$ cat src/sv/h2r_pkg.sv
package h2r_pkg;

    localparam int HUE_W  = 16;
    localparam int PCT_W  = 7;
    localparam int PIX_W  = 16;
    localparam int CH_W   = 5;
    localparam int REM_W  = 14;
    localparam int QUO_W  = 7;
    localparam int SEXT_W = 3;

    localparam logic [PCT_W-1:0] PCT_MAX  = 7'd100;
    localparam logic [PCT_W-1:0] PCT_HALF = 7'd50;

    localparam logic [13:0] HUE_RECIP    = 14'd11651;
    localparam int          HUE_SHIFT    = 22;
    localparam logic [12:0] DIV100_RECIP = 13'd5243;
    localparam int          DIV100_SHIFT = 19;
    localparam logic [10:0] SEXT_RECIP   = 11'd1093;
    localparam int          SEXT_SHIFT   = 16;
    localparam logic [9:0]  THIRD_RECIP  = 10'd683;
    localparam int          THIRD_SHIFT  = 11;
    localparam logic [20:0] VSF_RECIP    = 21'd1717987;
    localparam int          VSF_SHIFT    = 34;

    typedef struct packed {
        logic [PCT_W-1:0]  v;
        logic [PCT_W-1:0]  m;
        logic [SEXT_W-1:0] sext;
        logic [PCT_W-1:0]  fract;
        logic              alpha;
    } t_side;

    function automatic logic [CH_W-1:0] chan5(input logic [PCT_W-1:0] pct);
        logic [11:0] scaled;
        logic [24:0] prod;
        scaled = 12'(pct) * 12'd31;
        prod   = 25'(scaled) * 25'(DIV100_RECIP);
        return prod[DIV100_SHIFT+CH_W-1:DIV100_SHIFT];
    endfunction

endpackage

$ cat src/sv/h2r_front.sv
module h2r_front import h2r_pkg::*; (
    input  logic              i_clk,
    input  logic              i_rst_n,
    input  logic              i_vld,
    input  logic [HUE_W-1:0]  i_hue_deg,
    input  logic [PCT_W-1:0]  i_saturation_pct,
    input  logic [PCT_W-1:0]  i_lightness_pct,
    input  logic              i_alpha_bit,
    output logic              o_en,
    input  logic              i_en_dn,
    output logic              o_vld,
    output logic [REM_W-1:0]  o_num,
    output logic [REM_W-1:0]  o_dsh,
    output t_side             o_side
);

    logic en1, en2, en3, en4;

    logic              r_s1_vld, r_s1_alpha;
    logic [HUE_W-1:0]  r_s1_hue;
    logic [7:0]        r_s1_q;
    logic [PCT_W-1:0]  r_s1_sat, r_s1_lum;
    logic [14:0]       r_s1_p1;
    logic [13:0]       r_s1_p2;

    logic              r_s2_vld, r_s2_alpha;
    logic [8:0]        r_s2_hh;
    logic [PCT_W-1:0]  r_s2_sat, r_s2_lum, r_s2_d1, r_s2_d2;

    logic              r_s3_vld, r_s3_alpha;
    logic [8:0]        r_s3_hh;
    logic [SEXT_W-1:0] r_s3_sext;
    logic [PCT_W-1:0]  r_s3_v, r_s3_m;
    logic [REM_W-1:0]  r_s3_num;

    logic              r_s4_vld;
    logic [REM_W-1:0]  r_s4_num, r_s4_dsh;
    t_side             r_s4_side;

    logic [PCT_W-1:0]  n_s1_sat, n_s1_lum;
    logic [7:0]        n_s1_sat8;
    logic [29:0]       n_s1_hprod;
    logic [8:0]        n_s2_hh;
    logic [27:0]       n_s2_prod1, n_s2_prod2;
    logic [PCT_W-1:0]  n_s3_v, n_s3_m;
    logic [19:0]       n_s3_sprod;
    logic [5:0]        n_s4_r60;
    logic [8:0]        n_s4_x5;
    logic [18:0]       n_s4_fprod;

    assign en4  = !r_s4_vld || i_en_dn;
    assign en3  = !r_s3_vld || en4;
    assign en2  = !r_s2_vld || en3;
    assign en1  = !r_s1_vld || en2;
    assign o_en = en1;

    always_comb begin
        n_s1_sat   = (i_saturation_pct > PCT_MAX) ? PCT_MAX : i_saturation_pct;
        n_s1_lum   = (i_lightness_pct > PCT_MAX) ? PCT_MAX : i_lightness_pct;
        n_s1_sat8  = 8'(n_s1_sat) + 8'(PCT_MAX);
        n_s1_hprod = 30'(i_hue_deg) * 30'(HUE_RECIP);

        n_s2_hh    = 9'(r_s1_hue - 16'(r_s1_q) * 16'd360);
        n_s2_prod1 = 28'(r_s1_p1) * 28'(DIV100_RECIP);
        n_s2_prod2 = 28'(r_s1_p2) * 28'(DIV100_RECIP);

        if (r_s2_lum < PCT_HALF) begin
            n_s3_v = r_s2_d1;
        end else begin
            n_s3_v = 7'(8'(r_s2_lum) + 8'(r_s2_sat) - 8'(r_s2_d2));
        end
        n_s3_m     = 7'({1'b0, r_s2_lum, 1'b0} - 9'(n_s3_v));
        n_s3_sprod = 20'(r_s2_hh) * 20'(SEXT_RECIP);

        n_s4_r60   = 6'(r_s3_hh - 9'(r_s3_sext) * 9'd60);
        n_s4_x5    = 9'(n_s4_r60) * 9'd5;
        n_s4_fprod = 19'(n_s4_x5) * 19'(THIRD_RECIP);
    end

    always_ff @(posedge i_clk) begin
        if (!i_rst_n) begin
            r_s1_vld <= 1'b0;
            r_s2_vld <= 1'b0;
            r_s3_vld <= 1'b0;
            r_s4_vld <= 1'b0;
        end else begin
            if (en1) begin
                r_s1_vld <= i_vld;
            end
            if (en2) begin
                r_s2_vld <= r_s1_vld;
            end
            if (en3) begin
                r_s3_vld <= r_s2_vld;
            end
            if (en4) begin
                r_s4_vld <= r_s3_vld;
            end
        end
    end

    always_ff @(posedge i_clk) begin
        if (en1) begin
            r_s1_hue   <= i_hue_deg;
            r_s1_q     <= n_s1_hprod[HUE_SHIFT+7:HUE_SHIFT];
            r_s1_sat   <= n_s1_sat;
            r_s1_lum   <= n_s1_lum;
            r_s1_alpha <= i_alpha_bit;
            r_s1_p1    <= 15'(n_s1_lum) * 15'(n_s1_sat8);
            r_s1_p2    <= 14'(n_s1_lum) * 14'(n_s1_sat);
        end
        if (en2) begin
            r_s2_hh    <= n_s2_hh;
            r_s2_sat   <= r_s1_sat;
            r_s2_lum   <= r_s1_lum;
            r_s2_alpha <= r_s1_alpha;
            r_s2_d1    <= n_s2_prod1[DIV100_SHIFT+PCT_W-1:DIV100_SHIFT];
            r_s2_d2    <= n_s2_prod2[DIV100_SHIFT+PCT_W-1:DIV100_SHIFT];
        end
        if (en3) begin
            r_s3_hh    <= r_s2_hh;
            r_s3_sext  <= n_s3_sprod[SEXT_SHIFT+SEXT_W-1:SEXT_SHIFT];
            r_s3_v     <= n_s3_v;
            r_s3_m     <= n_s3_m;
            r_s3_num   <= REM_W'(n_s3_v - n_s3_m) * REM_W'(PCT_MAX);
            r_s3_alpha <= r_s2_alpha;
        end
        if (en4) begin
            r_s4_num        <= r_s3_num;
            r_s4_dsh        <= REM_W'(r_s3_v) << (QUO_W - 1);
            r_s4_side.v     <= r_s3_v;
            r_s4_side.m     <= r_s3_m;
            r_s4_side.sext  <= r_s3_sext;
            r_s4_side.fract <= n_s4_fprod[THIRD_SHIFT+PCT_W-1:THIRD_SHIFT];
            r_s4_side.alpha <= r_s3_alpha;
        end
    end

    assign o_vld  = r_s4_vld;
    assign o_num  = r_s4_num;
    assign o_dsh  = r_s4_dsh;
    assign o_side = r_s4_side;

    a_floor_below_peak: assert property (@(posedge i_clk) disable iff (!i_rst_n)
        r_s3_vld |-> (r_s3_m <= r_s3_v))
        else $error("Floor value exceeds peak value.");

endmodule

$ cat src/sv/h2r_div_cell.sv
module h2r_div_cell import h2r_pkg::*; (
    input  logic              i_clk,
    input  logic              i_rst_n,
    input  logic              i_vld,
    input  logic [REM_W-1:0]  i_rem,
    input  logic [REM_W-1:0]  i_dsh,
    input  logic [QUO_W-1:0]  i_quo,
    input  t_side             i_side,
    input  logic              i_en_dn,
    output logic              o_en,
    output logic              o_vld,
    output logic [REM_W-1:0]  o_rem,
    output logic [REM_W-1:0]  o_dsh,
    output logic [QUO_W-1:0]  o_quo,
    output t_side             o_side
);

    logic              en;
    logic              fits;
    logic              r_vld;
    logic [REM_W-1:0]  r_rem, r_dsh, n_rem;
    logic [QUO_W-1:0]  r_quo;
    t_side             r_side;

    assign en   = !r_vld || i_en_dn;
    assign o_en = en;

    assign fits  = (i_rem >= i_dsh);
    assign n_rem = fits ? (i_rem - i_dsh) : i_rem;

    always_ff @(posedge i_clk) begin
        if (!i_rst_n) begin
            r_vld <= 1'b0;
        end else if (en) begin
            r_vld <= i_vld;
        end
    end

    always_ff @(posedge i_clk) begin
        if (en) begin
            r_rem  <= n_rem;
            r_dsh  <= i_dsh >> 1;
            r_quo  <= {i_quo[QUO_W-2:0], fits};
            r_side <= i_side;
        end
    end

    assign o_vld  = r_vld;
    assign o_rem  = r_rem;
    assign o_dsh  = r_dsh;
    assign o_quo  = r_quo;
    assign o_side = r_side;

endmodule

$ cat src/sv/h2r_back.sv
module h2r_back import h2r_pkg::*; (
    input  logic              i_clk,
    input  logic              i_rst_n,
    input  logic              i_vld,
    input  logic [QUO_W-1:0]  i_sv,
    input  t_side             i_side,
    output logic              o_en,
    input  logic              i_ready,
    output logic              o_valid,
    output logic [PIX_W-1:0]  o_pixel_word
);

    logic enA, enB, enC, enD;

    logic              r_a_vld, r_b_vld, r_c_vld, r_d_vld;
    logic [13:0]       r_a_p;
    logic [20:0]       r_b_x;
    logic [PCT_W-1:0]  r_c_vsf;
    t_side             r_a_side, r_b_side, r_c_side;
    logic [PIX_W-1:0]  r_d_pix;

    logic [41:0]       n_vprod;
    logic [PCT_W-1:0]  n_mid1, n_mid2, n_r, n_g, n_b;
    logic [PIX_W-1:0]  n_pix;

    assign enD  = !r_d_vld || i_ready;
    assign enC  = !r_c_vld || enD;
    assign enB  = !r_b_vld || enC;
    assign enA  = !r_a_vld || enB;
    assign o_en = enA;

    assign n_vprod = 42'(r_b_x) * 42'(VSF_RECIP);

    always_comb begin
        n_mid1 = r_c_side.m + r_c_vsf;
        n_mid2 = r_c_side.v - r_c_vsf;
        case (r_c_side.sext)
            3'd0: begin
                n_r = r_c_side.v; n_g = n_mid1;     n_b = r_c_side.m;
            end
            3'd1: begin
                n_r = n_mid2;     n_g = r_c_side.v; n_b = r_c_side.m;
            end
            3'd2: begin
                n_r = r_c_side.m; n_g = r_c_side.v; n_b = n_mid1;
            end
            3'd3: begin
                n_r = r_c_side.m; n_g = n_mid2;     n_b = r_c_side.v;
            end
            3'd4: begin
                n_r = n_mid1;     n_g = r_c_side.m; n_b = r_c_side.v;
            end
            default: begin
                n_r = r_c_side.v; n_g = r_c_side.m; n_b = n_mid2;
            end
        endcase
        if (r_c_side.v == '0) begin
            n_pix = {r_c_side.alpha, {(3*CH_W){1'b0}}};
        end else begin
            n_pix = {r_c_side.alpha, chan5(n_b), chan5(n_g), chan5(n_r)};
        end
    end

    always_ff @(posedge i_clk) begin
        if (!i_rst_n) begin
            r_a_vld <= 1'b0;
            r_b_vld <= 1'b0;
            r_c_vld <= 1'b0;
            r_d_vld <= 1'b0;
        end else begin
            if (enA) begin
                r_a_vld <= i_vld;
            end
            if (enB) begin
                r_b_vld <= r_a_vld;
            end
            if (enC) begin
                r_c_vld <= r_b_vld;
            end
            if (enD) begin
                r_d_vld <= r_c_vld;
            end
        end
    end

    always_ff @(posedge i_clk) begin
        if (enA) begin
            r_a_p    <= 14'(i_sv) * 14'(i_side.v);
            r_a_side <= i_side;
        end
        if (enB) begin
            r_b_x    <= 21'(r_a_p) * 21'(r_a_side.fract);
            r_b_side <= r_a_side;
        end
        if (enC) begin
            r_c_vsf  <= n_vprod[VSF_SHIFT+PCT_W-1:VSF_SHIFT];
            r_c_side <= r_b_side;
        end
        if (enD) begin
            r_d_pix  <= n_pix;
        end
    end

    assign o_valid      = r_d_vld;
    assign o_pixel_word = r_d_pix;

    a_sv_bound: assert property (@(posedge i_clk) disable iff (!i_rst_n)
        (i_vld && (i_side.v != '0)) |-> (i_sv <= PCT_MAX))
        else $error("Saturation of value exceeds one hundred.");

    a_ramp_bound: assert property (@(posedge i_clk) disable iff (!i_rst_n)
        r_c_vld |-> ((8'(r_c_vsf) + 8'(r_c_side.m)) <= 8'(r_c_side.v)))
        else $error("Ramp term exceeds the spread between peak and floor.");

endmodule

$ cat src/sv/hsl_to_rgb555.sv
// Channel  Direction  Handshake            Payload
// input    in         i_valid / o_ready    i_hue_deg, i_saturation_pct, i_lightness_pct,
//                                          i_alpha_bit
// output   out        o_valid / i_ready    o_pixel_word
//
// One item is taken per clock while o_ready is high.
// The pipeline is the seven-cell divider chain that forms saturation of value,
// one quotient bit per cell, between four front and four back stages.
// Reset, synchronous and active low, clears only the valid bits of the stages.
// Each stage holds while it is full and its successor holds, so bubbles close up and input is
// refused only when every stage holds a transaction.
module hsl_to_rgb555 import h2r_pkg::*; (
    input  logic              i_clk,
    input  logic              i_rst_n,
    input  logic              i_valid,
    output logic              o_ready,
    input  logic [HUE_W-1:0]  i_hue_deg,
    input  logic [PCT_W-1:0]  i_saturation_pct,
    input  logic [PCT_W-1:0]  i_lightness_pct,
    input  logic              i_alpha_bit,
    output logic              o_valid,
    input  logic              i_ready,
    output logic [PIX_W-1:0]  o_pixel_word
);

    logic              c_vld [0:QUO_W];
    logic              c_en  [0:QUO_W];
    logic [REM_W-1:0]  c_rem [0:QUO_W];
    logic [REM_W-1:0]  c_dsh [0:QUO_W];
    logic [QUO_W-1:0]  c_quo [0:QUO_W];
    t_side             c_side[0:QUO_W];

    assign c_quo[0] = '0;

    h2r_front u_front (
        .i_clk            (i_clk),
        .i_rst_n          (i_rst_n),
        .i_vld            (i_valid),
        .i_hue_deg        (i_hue_deg),
        .i_saturation_pct (i_saturation_pct),
        .i_lightness_pct  (i_lightness_pct),
        .i_alpha_bit      (i_alpha_bit),
        .o_en             (o_ready),
        .i_en_dn          (c_en[0]),
        .o_vld            (c_vld[0]),
        .o_num            (c_rem[0]),
        .o_dsh            (c_dsh[0]),
        .o_side           (c_side[0])
    );

    for (genvar k = 0; k < QUO_W; k++) begin : g_cell
        h2r_div_cell u_cell (
            .i_clk   (i_clk),
            .i_rst_n (i_rst_n),
            .i_vld   (c_vld[k]),
            .i_rem   (c_rem[k]),
            .i_dsh   (c_dsh[k]),
            .i_quo   (c_quo[k]),
            .i_side  (c_side[k]),
            .i_en_dn (c_en[k+1]),
            .o_en    (c_en[k]),
            .o_vld   (c_vld[k+1]),
            .o_rem   (c_rem[k+1]),
            .o_dsh   (c_dsh[k+1]),
            .o_quo   (c_quo[k+1]),
            .o_side  (c_side[k+1])
        );
    end

    h2r_back u_back (
        .i_clk        (i_clk),
        .i_rst_n      (i_rst_n),
        .i_vld        (c_vld[QUO_W]),
        .i_sv         (c_quo[QUO_W]),
        .i_side       (c_side[QUO_W]),
        .o_en         (c_en[QUO_W]),
        .i_ready      (i_ready),
        .o_valid      (o_valid),
        .o_pixel_word (o_pixel_word)
    );

    a_stall_only_when_full: assert property (@(posedge i_clk) disable iff (!i_rst_n)
        !o_ready |-> (o_valid && !i_ready))
        else $error("Input refused while the output stage can move.");

endmodule
$ cat config.mk
export PLATFORM = sky130hd
export DESIGN_NAME = hsl_to_rgb555
export DESIGN_NICKNAME = d
export VERILOG_FILES = /design/src/sv/h2r_pkg.sv /design/src/sv/h2r_front.sv /design/src/sv/h2r_div_cell.sv /design/src/sv/h2r_back.sv /design/src/sv/hsl_to_rgb555.sv
export SDC_FILE = /design/constraint.sdc
export NUM_CORES = 2
export LEC_CHECK = 0
export BUFFER_PORTS_ARGS = -buffer_cell sky130_fd_sc_hd__buf_2
export CAP_MARGIN = 5
export CORE_MARGIN = 2
export CORE_UTILIZATION = 35
export CTS_CLUSTER_DIAMETER = 30
export DETAILED_ROUTE_END_ITERATION = 8
export PLACE_DENSITY = 0.51
export SYNTH_ARGS = -nofsm -noshare
export SYNTH_HDL_FRONTEND = slang
export SYNTH_HIERARCHICAL = 1
export SYNTH_SLANG_ARGS = --single-unit
$ cat constraint.sdc
create_clock -name i_clk -period 47.1 [get_ports i_clk]
set_input_delay 14.13 -clock i_clk [delete_from_list [all_inputs] [get_ports i_clk]]
set_output_delay 14.13 -clock i_clk [all_outputs]
set_load 0.01 [all_outputs]
==> impl_summary.md <==
Timing
The final clock period utilization by the worst path is 0.753. For this run, the top clock speed supported by timing is 0.0282 GHz. The number of endpoints failing setup at the final stage is 0. After routing, the total negative slack on setup checks comes to 0 ns. Across the routed clock network, the largest skew measured is 0.0477 ns. For the finished layout, the period the worst path requires is 35.46 ns. The slew at the pin closest to its max-slew limit is 1.00 ns.

The max-slew violation count came to 0. Setup repair after global routing left no endpoint under its margin. The worst slew margin relative to its limit is 0.329. The count of endpoints failing hold in the final timing report came to 0.

Worst hold path
The worst hold path belongs to the class reg -> reg.

Floorplan
In this run the count of I/O pins placed on the die edge is 53. The initial core utilization is 0.352. The die covers 195000 um2. The core region is 190000 um2. The row count is 160. In this run the horizontal extent of the chip is 441 um. The die height is 441 um.

Route
The routed design has 133000 um of wire. The via density per instance is 4.64. In the routed design, unresolved DRC markers number 0. The count of nets left with antenna violations once routing finished came out at 0. The detailed router placed 41.1k vias in this run. After detailed routing, the average wire length per cell comes to 15.0 um. The initial detailed-routing violation count is 1791. The first detailed-routing pass took 5 iterations.

Cells and area
In the final layout, the multi-input gates occupy 41100 um2. After filler insertion, the fill cell instance count of the layout stands at 18.4k. The final net count is 8116.

Of the cells placed in the final design, the portion with a size suffix greater than 1 is 0.0659. The sequential cells in the finished layout cover a total of 19800 um2. Relative to the synthesized area, the layout overhead comes to 12.5%.

CTS
The count of H-tree levels built during CTS is 4. For this design, the sink count on the clock tree is 663. Clock-pin slew was measured on the worst setup and hold paths at 0.05 ns.

The insertion delay to the later sink of the worst-skew pair is 0.72 ns. The root buffer cell is sky130_fd_sc_hd__clkbuf_16. After clock tree synthesis, the repair step resized 0 gates. The number of setup buffers added after CTS is 0. TritonCTS built the clock tree. TritonCTS created 150 clock buffers. The clock passes through at most 3 buffers. The number of hold buffers added after cts is 0.

Critical path
Together, buffers and inverters on the worst path number 10. Among all stages on the critical path, the largest delay is contributed by sky130_fd_sc_hd__buf_4. The critical path's top delay family is buffers and inverters.

The data required time at the worst endpoint is 32.97 ns. For the worst setup path, the data arrival time is 21.33 ns. The highest fanout seen on the critical path is 59. The type of element launching the critical path is an input port. The endpoint type of the worst setup path is an output pin.

In this design, the critical path's most frequently occurring cell is sky130_fd_sc_hd__buf_4. The critical path in this run is classified as in -> out. For this run, the slowest stage of the critical path takes 0.58 ns. Traced cell by cell, the critical path runs through buf_2 -> nor2b_1 -> and3_1 -> nand2_1 -> buf_4 -> nand2b_1 -> buf_4 -> nand2b_2 -> nand2b_2 -> buf_4 -> nand2b_2 -> buf_4 -> nand2b_2 -> buf_4 -> nand2b_2 -> buf_4 -> nand2b_2 -> buf_4 -> nor2b_1 -> and3_1 -> nand2_4 -> buf_4 -> buf_2.

Place
The number of input and output port buffers inserted is 52. Once detailed placement completed, the half-perimeter wirelength came to 110000 um. The routability congestion estimate is 0.867.

Global route
The initial antenna violation count is 2. Entering global routing, the biggest net connects 60 pins. The first global-routing pass estimated 224000 um of wire.

After global routing the overflow that remains totals 0. The via count of the first global-routing pass is 44.1k. In the global route stage, overall resource usage came out at 0.142.

Outcome
The flow ran to the end, and the final reports show no timing, DRC or antenna violations.

Yosys
After synthesis, the mean cell area works out to 11.0 um2. The Yosys warning count is 6. Summing every instance area after synthesis gives 66900 um2.

Counting every instance in the synthesized netlist gives 6094.

Run
Across the run, the number of max-cap violations was 0.
-- path summary, 6_finish.rpt --
check	start	to	slack [ns]	cells after the start
worst max-delay path	i_ready	o_ready	11.64	23
worst min-delay path	g_cell[5].u_cell/o_side[17]	g_cell[6].u_cell/o_side[17]	0.39	0
worst max register to register	u_back/r_c_side[18]	u_back/o_pixel_word[3]	35.63	39
worst min register to register	g_cell[5].u_cell/o_side[17]	g_cell[6].u_cell/o_side[17]	0.39	0
-- placed cells by master (no fill, tap or decap), types with 18 or more instances in the layout --
cell,instances
sky130_fd_sc_hd__a211oi_1,48
sky130_fd_sc_hd__a21o_1,120
sky130_fd_sc_hd__a21oi_1,214
sky130_fd_sc_hd__and2_1,86
sky130_fd_sc_hd__and3_1,24
sky130_fd_sc_hd__buf_2,52
sky130_fd_sc_hd__clkbuf_16,150
sky130_fd_sc_hd__clkinv_2,22
sky130_fd_sc_hd__clkinvlp_4,19
sky130_fd_sc_hd__edfxtp_1,648
sky130_fd_sc_hd__fa_1,707
sky130_fd_sc_hd__ha_1,1137
sky130_fd_sc_hd__inv_1,1449
sky130_fd_sc_hd__mux2_2,22
sky130_fd_sc_hd__nand2_1,336
sky130_fd_sc_hd__nand2b_1,23
sky130_fd_sc_hd__nand3_1,44
sky130_fd_sc_hd__nand4_1,23
sky130_fd_sc_hd__nor2_1,190
sky130_fd_sc_hd__nor2b_1,40
sky130_fd_sc_hd__nor3_1,32
sky130_fd_sc_hd__o21a_1,48
sky130_fd_sc_hd__o21ai_0,130
sky130_fd_sc_hd__o21ai_1,46
sky130_fd_sc_hd__o21bai_1,27
sky130_fd_sc_hd__o31a_1,18
sky130_fd_sc_hd__o31ai_1,24
sky130_fd_sc_hd__xnor2_1,192
sky130_fd_sc_hd__xor2_1,78
-- flip-flops by register name (all words and copies together), names as in the netlist, 9 cells and up --
name                  cells
u_front/r_s1_p2          12
u_back/r_a_p             14
u_front/r_s3_num         11
u_front/o_side           24
g_cell.u_cell/o_dsh      78
u_back/o_pixel_word      16
u_front/o_num            11
u_back/r_b_side          18
g_cell.u_cell/o_rem      84
g_cell.u_cell/o_quo      28
g_cell.u_cell/o_side    175
u_back/r_c_side          18
u_front/r_s1_p1          15
u_front/r_s2_hh           9
u_back/r_b_x             21
u_back/r_a_side          25
u_front/r_s1_hue          9
-- through the flow --
stage	std cells	hold slack (ns)	cell area (um2)	setup WS, ns	utilization
final	8873	0.389	75200	11.64	0.396
after floorplan	6103	0.400	66900	5.60	-
after global placement	8596	0.401	69900	11.47	0.368
after global routing	8873	0.414	75200	10.86	0.396
after detailed placement	8596	0.405	69900	11.45	0.368
after CTS	8872	0.397	75200	11.41	0.396
-- worst reg2reg max path, delay by kind of cell, from the launching register on --
family | cells | cell delay (ns)
DFF | 1 | 0.49
buffers and inverters | 8 | 0.88
AOI/OAI and AO/OA | 10 | 2.71
xor gates and xnor gates | 2 | 0.71
muxes | 2 | 0.51
adders and majority gates | 12 | 5.36
and+or+nand+nor | 5 | 0.54
-- final cells by class --
class                      instances  area share
antenna                            1   0.0000333
clock buffer                     159      0.0503
clock inverter                   117      0.0203
inverter                        1467      0.0732
multi-input combinational       3886       0.547
sequential                       663       0.263
tap                             2511      0.0418
timing repair buffer              69     0.00516
-- routing by layer --
layer  GRT usage  up-vias  routed length [um]
met5           0        -                   0
met2       0.248      525               65200
met3      0.0219      199                3950
met1       0.183    19947               60800
met4      0.0361        0                2910
li1            -    20463                   -
Power is left out: the tool's default activity adds up to more than one toggle a clock period on the data nets, which glitch-free logic cannot reach.
